==> src/design/alar_pkg.sv <==
`timescale 1ns / 1ps

package alar_pkg;

	localparam logic OP_APPEND = 1'b0;
	localparam logic OP_REMOVE = 1'b1;

	localparam logic [1:0] ST_OK    = 2'd0;
	localparam logic [1:0] ST_RANGE = 2'd1;
	localparam logic [1:0] ST_FULL  = 2'd2;

	typedef struct packed {
		logic               opcode;
		logic signed [31:0] value;
		logic        [7:0]  position;
	} req_t;

	typedef struct packed {
		logic        [1:0]  status;
		logic signed [31:0] removed_value;
		logic        [8:0]  count;
		logic        [8:0]  capacity;
	} rsp_t;

	typedef enum logic [1:0] {
		S_IDLE,
		S_CAPTURE,
		S_SHIFT,
		S_FINISH
	} state_t;

	// controller to datapath
	typedef struct packed {
		logic take;
		logic capture;
		logic shift;
		logic publish;
	} ctl_cmd_t;

	// datapath to controller
	typedef struct packed {
		logic rm_go;
		logic more_cap;
		logic more_shift;
		logic out_busy;
	} dp_sts_t;

endpackage

==> src/design/alar_ctrl.sv <==
`timescale 1ns / 1ps

module alar_ctrl (
	input  logic               clk,
	input  logic               arst_n,
	input  logic               req_valid,
	output logic               req_stall,
	input  alar_pkg::dp_sts_t  sts,
	output alar_pkg::ctl_cmd_t cmd
);

	import alar_pkg::*;

	state_t state_q;
	state_t state_d;

	always_ff @(posedge clk or negedge arst_n) begin
		if (!arst_n) begin
			state_q <= S_IDLE;
		end else begin
			state_q <= state_d;
		end
	end

	always_comb begin
		state_d = state_q;
		case (state_q)
			S_IDLE: begin
				if (req_valid) begin
					state_d = sts.rm_go ? S_CAPTURE : S_FINISH;
				end
			end
			S_CAPTURE: begin
				state_d = sts.more_cap ? S_SHIFT : S_FINISH;
			end
			S_SHIFT: begin
				state_d = sts.more_shift ? S_SHIFT : S_FINISH;
			end
			S_FINISH: begin
				if (!sts.out_busy) begin
					state_d = S_IDLE;
				end
			end
			default: begin
				state_d = S_IDLE;
			end
		endcase
	end

	always_comb begin
		cmd       = '0;
		req_stall = 1'b1;
		case (state_q)
			S_IDLE: begin
				req_stall = 1'b0;
				cmd.take  = req_valid;
			end
			S_CAPTURE: begin
				cmd.capture = 1'b1;
			end
			S_SHIFT: begin
				cmd.shift = 1'b1;
			end
			S_FINISH: begin
				cmd.publish = !sts.out_busy;
			end
			default: begin
				cmd = '0;
			end
		endcase
	end

endmodule

==> config.mk <==
export PLATFORM = sky130hd
export DESIGN_NAME = alar_ctrl
export DESIGN_NICKNAME = d
export VERILOG_FILES = /design/src/design/alar_pkg.sv /design/src/design/alar_ctrl.sv
export SDC_FILE = /design/constraint.sdc
export NUM_CORES = 1
export LEC_CHECK = 0
export BUFFER_PORTS_ARGS = -buffer_cell sky130_fd_sc_hd__clkbuf_2
export CAP_MARGIN = 20
export CORE_AREA = 3 3 40 42
export CTS_CLUSTER_SIZE = 14
export DETAILED_ROUTE_END_ITERATION = 8
export DIE_AREA = 0 0 43 45
export GPL_ROUTABILITY_DRIVEN = 0
export PLACE_DENSITY_LB_ADDON = 0.1
export SKIP_CTS_REPAIR_TIMING = 1
export SLEW_MARGIN = 20
export SYNTH_ARGS = -nofsm -noshare
export SYNTH_HDL_FRONTEND = slang
export SYNTH_SLANG_ARGS = --single-unit
==> constraint.sdc <==
create_clock -name clk -period 1.9 [get_ports clk]
set_input_delay 0.19 -clock clk [delete_from_list [all_inputs] [get_ports clk]]
set_output_delay 0.19 -clock clk [all_outputs]
set_load 0.02 [all_outputs]
==> results of run 1 <==
==> power groups by stage <==
stage / Combinational (µW) / Sequential (µW) / Clock (µW)
global placement: 322 / 85.6 / 0
global route: 338 / 88.5 / 103
floorplan: 236 / 81.7 / 0
detailed placement: 314 / 87.0 / 0
CTS: 314 / 86.5 / 99.8
finish: 306 / 85.7 / 93.6
==> per-stage QoR <==
| step | std cells | total power (µW) | util, % |
|---|---|---|---|
| 2_1_floorplan | 20 | 317 | - |
| 3_3_place_gp | 46 | 407 | 21.1 |
| 3_5_place_dp | 46 | 401 | 21.1 |
| 4_1_cts | 49 | 501 | 22.9 |
| 5_1_grt | 50 | 529 | 23.7 |
| 6_report | 50 | 485 | 23.7 |
==> final timing paths <==
kind,start,to,slack (ps),depth (start not counted)
setup / recovery,state_q[0],cmd[3],480,4
min in group clk,sts[3],state_q[1],290,4
hold reg to reg,state_q[1],state_q[1],660,2
hold / removal,arst_n,state_q[0],290,2
max in group asynchronous,arst_n,state_q[1],1510,2
setup reg to reg,state_q[0],state_q[1],650,5
==> cell families (layout without fill, tap and decap cells) <==
group / Yosys count / after routing / share of synthesized area [%]
adders and majority gates: 5 / 5 / 31.6
buffers and inverters: 5 / 20 / 9.49
AOI/OAI and AO/OA: 3 / 3 / 14.6
and+or+nand+nor: 3 / 3 / 8.86
muxes: 2 / 2 / 10.1
DFF: 2 / 2 / 25.3
==> cell usage after synthesis <==
| cell | number | area share (%) |
|---|---|---|
| sky130_fd_sc_hd__ha_1 | 5 | 32 |
| sky130_fd_sc_hd__inv_1 | 4 | 7.6 |
| sky130_fd_sc_hd__dfrtp_1 | 2 | 25 |
| sky130_fd_sc_hd__mux2i_1 | 2 | 10 |
| sky130_fd_sc_hd__a221oi_1 | 1 | 4.4 |
| sky130_fd_sc_hd__a2bb2oi_2 | 1 | 7.6 |
| sky130_fd_sc_hd__and2_2 | 1 | 3.8 |
| sky130_fd_sc_hd__inv_2 | 1 | 1.9 |
| sky130_fd_sc_hd__nand2_1 | 1 | 1.9 |
| sky130_fd_sc_hd__nor2b_1 | 1 | 3.2 |
| sky130_fd_sc_hd__o21ai_0 | 1 | 2.5 |
==> worst max-delay path, cell delays in order, from the launching register on <==
cell and delay, ps:
sky130_fd_sc_hd__dfrtp_1 390, sky130_fd_sc_hd__inv_1 130, sky130_fd_sc_hd__ha_1 190, sky130_fd_sc_hd__and2_2 140, sky130_fd_sc_hd__clkbuf_2 160
==> layout make-up <==
cell class              instances  area, µm²  share of cell area (%)
clock buffers                   3       22.5                    7.41
flip-flops and latches          2       50.0                    16.5
multi-input cells              13        129                    42.4
inverters                       5       18.8                    6.17
repair buffers                 12       65.1                    21.4
well taps                      15       18.8                    6.17
==> metal layers <==
metal,vias up,wire length (µm),global-route usage (%)
met1,77,181,3.86
li1,97,-,-
met4,0,0,3.61
met3,0,26,2.39
met5,-,0,0
met2,6,203,7.78
==> metrics.yaml, run 1 <==
final_layout:
  area_growth_syn_to_layout_pct: 53.8
  drive_above_1_share_pct: 48.6
  stdcell_area_um2: 304
  top_regs: "state_q: 2 flops"
  largest_register_ff_count: 2
  top_register: "state_q"
  n_fill_cell: 145
  most-common-layout-cells: "sky130_fd_sc_hd__clkbuf_2 (11), sky130_fd_sc_hd__ha_1 (5), sky130_fd_sc_hd__inv_1 (4)"
  final_nets: 49
  layout.cells.most_common: "sky130_fd_sc_hd__clkbuf_2"
  number_of_antenna_diodes: 0
run_status:
  status: "finished, final reports clean"
drt:
  drc: 0
  routed_via_density: 3.60
  ant_nets_after_route: 0
  wire_per_inst_um: 8.22
  drt_wl_total_um: 411
  firstDrtPassIters: 1
  dr.first_iter.drc_count: 0
  route.vias.total: 180
synth:
  synth_seq_area_share_pct: 25.3
  synthCells: 20
  netlist_area_um2: 198
  ys_ff_latch: 2
  syn-mean-instance-area_um2: 9.88
  postSynthNetCount: 32
  number_of_different_library_cells_in_the_post_synthesis_netlist: 11
  ys_warnings: 0
sta:
  fin_crit_ps: 1420
  finalCritPeriodShare_pct: 74.6
  fin_setup_tns_ps: 0
  postLayoutSetupSlackWorst_ps: 482
  finalHoldWorstSlack_ps: 286
  report.final.slew_viol_count: 0
  timing.final.hold_violations: 0
  rsz0062_at_grt: "false"
  worstMarginPinSlew_ps: 254
  timing.slew.headroom_pct: 83.1
  setup_viol_count_final: 0
  max_freq_ghz: 0.705
  worst_clock_skew_ps: 5.11
global_routing:
  vias_in_the_first_global_route: 182
  grt_first_pass_wirelength_um: 621
  grt_max_degree: 5
  grt_util_all_layers_pct: 4.50
  grt-ovfl-total: 0
  grt_antenna_before_repair: 0
setup_path:
  critPathMaxFanout: 4
  cp.arrival_ps: 1230
  worst-endpoint-required_ps: 1710
  timing.setup.critical_path_class: "flop to primary output"
  timing.critical_path.from_type: "flop"
  worstSetupEndpointType: "primary output"
pwr:
  vdd_drop_max_mv: 0.469
  powerDensity_nw_per_um2: 1600
  power_switching_uw: 221
  internal-power_uw: 264
  sequentialPowerShare_pct: 17.7
  total_leakage_power_uw: 0.000181
  power_frac_comb_pct: 63.0
  power_switching_share_pct: 45.5
  clock_power_share_pct: 19.3
placement:
  dp_slack_ps: 626
  placement.cell_area_um2: 272
  dp.final_hpwl_um: 360
  port_buffers: 11
die:
  rows: 13
  initial_core_util_pct: 15.4
  die-area_um2: 1940
  die_height_um: 45
  io-pin-count: 12
  die-width_um: 43
  core_region_area_um2: 1280
clock_tree:
  tritoncts: "yes"
  cts.sink_count: 2
  cts.path.max_buffers: 2
  path_clk_slew_ps: 30
  clk_latency_ps: 220
  cts_max_level: 1
  cts-buffers-inserted: 3
  clock-root-buffer: "sky130_fd_sc_hd__clkbuf_4"
worst_hold_path:
  hold_path_class: "input port to asynchronous set/reset pin"
flow_run:
  timing.max_cap.violations: 0
Note: power is estimated with default switching activity, not from simulation.
==> run 2: changes to the inputs <==
==> constraint.sdc (replaced) <==
create_clock -name clk -period 1.4 [get_ports clk]
set_input_delay 0.14 -clock clk [delete_from_list [all_inputs] [get_ports clk]]
set_output_delay 0.14 -clock clk [all_outputs]
set_load 0.02 [all_outputs]
==> metrics.yaml, run 2 (synthesized netlist as in run 1, its figures left out) <==
global_routing:
  grt-ovfl-total: 0  # unchanged
  grt_max_degree: 5  # unchanged
  grt_antenna_before_repair: 0  # unchanged
  grt_first_pass_wirelength_um: 752  # was 621 µm
  vias_in_the_first_global_route: 200  # was 182
  grt_util_all_layers_pct: 5.58  # was 4.50%
placement:
  dp_slack_ps: 144  # was 626 ps
  port_buffers: 11  # unchanged
  dp.final_hpwl_um: 364  # was 360 µm
die:
  core_region_area_um2: 1280  # unchanged
  die_height_um: 45  # unchanged
  io-pin-count: 12  # unchanged
  initial_core_util_pct: 15.4  # unchanged
  die-area_um2: 1940  # unchanged
  rows: 13  # unchanged
  die-width_um: 43  # unchanged
drt:
  routed_via_density: 3.70  # was 3.60
  drt_wl_total_um: 428  # was 411 µm
  route.met3.wl_um: 34  # was 26 µm
  top_layer_used: "met3"  # unchanged
  drt-met1-wl_um: 166  # was 181 µm
  route.met2.wl_um: 227  # was 203 µm
  ant_nets_after_route: 0  # unchanged
  dr.first_iter.drc_count: 0  # unchanged
  firstDrtPassIters: 1  # unchanged
  route.vias.total: 185  # was 180
  wire_per_inst_um: 8.56  # was 8.22 µm
  drc: 0  # unchanged
clock_tree:
  cts_max_level: 1  # unchanged
  path_clk_slew_ps: 30  # about the same
  cts.path.max_buffers: 2  # unchanged
  clock-root-buffer: "sky130_fd_sc_hd__clkbuf_4"  # unchanged
  clk_latency_ps: 220  # about the same
  cts-buffers-inserted: 3  # unchanged
  cts.sink_count: 2  # unchanged
  tritoncts: "yes"  # unchanged
setup_path:
  critPathMaxFanout: 4  # unchanged
  timing.critical_path.slowest_stage_cell: "sky130_fd_sc_hd__dfrtp_1"  # unchanged
  timing.setup.critical_path_class: "flop to primary output"  # unchanged
  worstSetupEndpointType: "primary output"  # unchanged
  setup.reg_to_reg.worst_slack_ps: 220  # was 650 ps
  r2r_end: "state_q[0]"  # was state_q[1]
  critical_path.reg2reg.startpoint: "state_q[0]"  # unchanged
  r2r_cells: 4  # was 5
  timing.critical_path.from_type: "flop"  # unchanged
  stage_delay_of_the_slowest_cell_on_the_critical_path_ps: 400  # was 390 ps
  cp.arrival_ps: 1180  # was 1230 ps
  path_cells: "inv_2 -> ha_2 -> and2_2 -> clkbuf_2"  # was inv_1 -> ha_1 -> and2_2 -> clkbuf_2
  worst-endpoint-required_ps: 1260  # was 1710 ps
sta:
  timing.final.hold_violations: 0  # unchanged
  report.final.slew_viol_count: 0  # unchanged
  rsz0062_at_grt: "false"  # unchanged
  max_freq_ghz: 0.759
  setup_viol_count_final: 0  # unchanged
  timing.slew.headroom_pct: 84.2  # was 83.1%
  finalCritPeriodShare_pct: 94.1
  postLayoutSetupSlackWorst_ps: 82.4  # was 482 ps
  fin_crit_ps: 1320
  worst_clock_skew_ps: 0.950  # was 5.11 ps
  worstMarginPinSlew_ps: 237  # was 254 ps
  fin_setup_tns_ps: 0  # unchanged
final_layout:
  n_fill_cell: 155  # was 145
  final_nets: 49  # unchanged
  area_growth_syn_to_layout_pct: 55.1  # was 53.8%
  largest_register_ff_count: 2  # unchanged
  top_register: "state_q"  # unchanged
  most-common-layout-cells: "sky130_fd_sc_hd__clkbuf_2 (11), sky130_fd_sc_hd__ha_1 (4), sky130_fd_sc_hd__inv_2 (3), sky130_fd_sc_hd__clkbuf_4 (3)"  # was sky130_fd_sc_hd__clkbuf_2 (11), sky130_fd_sc_hd__ha_1 (5), sky130_fd_sc_hd__inv_1 (4)
  fin_util_pct: 23.9  # was 23.7%
  drive_above_1_share_pct: 57.1  # was 48.6%
  top_regs: "state_q: 2 flops"  # unchanged
  number_of_antenna_diodes: 0  # unchanged
  layout.cells.most_common: "sky130_fd_sc_hd__clkbuf_2"  # unchanged
pwr:
  powerDensity_nw_per_um2: 2170  # was 1600 nW/µm²
  power.total_uw: 664  # was 485 µW
  total_leakage_power_uw: 0.000177  # was 0.000181 µW
  vdd_drop_max_mv: 0.726  # was 0.469 mV
worst_hold_path:
  hold_path_class: "input port to flop"  # was input port to asynchronous set/reset pin
  hp-start: "sts[3]"
  holdPathEnd: "state_q[1]"
  holdPathStages: 4
run_status:
  status: "finished, final reports clean"  # unchanged
flow_run:
  timing.max_cap.violations: 0  # unchanged
## run 2: area by class of cell
cell class	count	area, µm²	share of cell area [%]
Clock buffer	3	22.5	7.35
Sequential cell	2	50.0	16.3
Timing Repair Buffer	12	65.1	21.2
Inverter	5	18.8	6.12
Tap cell	15	18.8	6.12
Multi-Input combinational cell	13	131	42.9
## run 2: how the worst max path moves through the flow
stage                from    endpoint  cells past startpoint
2_1_floorplan  state_q[0]  state_q[0]                      4
3_3_place_gp   state_q[0]  state_q[1]                      5
3_5_place_dp   state_q[0]  state_q[1]                      5
4_1_cts        state_q[0]      cmd[3]                      4
5_1_grt        state_q[1]      cmd[3]                      4
6_report       state_q[0]      cmd[3]                      4
## run 2: per-stage QoR
| step | instances | hold slack (ps) | cell area, µm² |
|---|---|---|---|
| CTS | 49 | -313 | 294 |
| floorplan | 20 | -156 | 198 |
| global route | 50 | 240 | 307 |
| finish | 50 | 232 | 307 |
| detailed placement | 46 | -72.2 | 272 |
| global placement | 46 | -71.6 | 272 |
## run 2: worst max-delay path, delay by kind of cell, from the launching register on
kind	cells	cell delay (ps)
buffers and inverters	2	250
DFF	1	400
and+or+nand+nor	1	130
adders and majority gates	1	180
## run 2: metal layers
| metal | global-route usage, % | up-vias |
|---|---|---|
| met5 | 0 | - |
| met4 | 7.23 | 0 |
| met3 | 1.99 | 0 |
| met2 | 8.68 | 6 |
| met1 | 5.06 | 83 |
| li1 | - | 96 |
## run 2: report_power, final
group	total, µW	switching [µW]	leakage (µW)	internal (µW)
Combinational	419	242	0.000140	177
Clock	124	30.1	0.0000138	94.4
Sequential	121	29.4	0.0000234	91.3
Total	664	301	0.000177	363
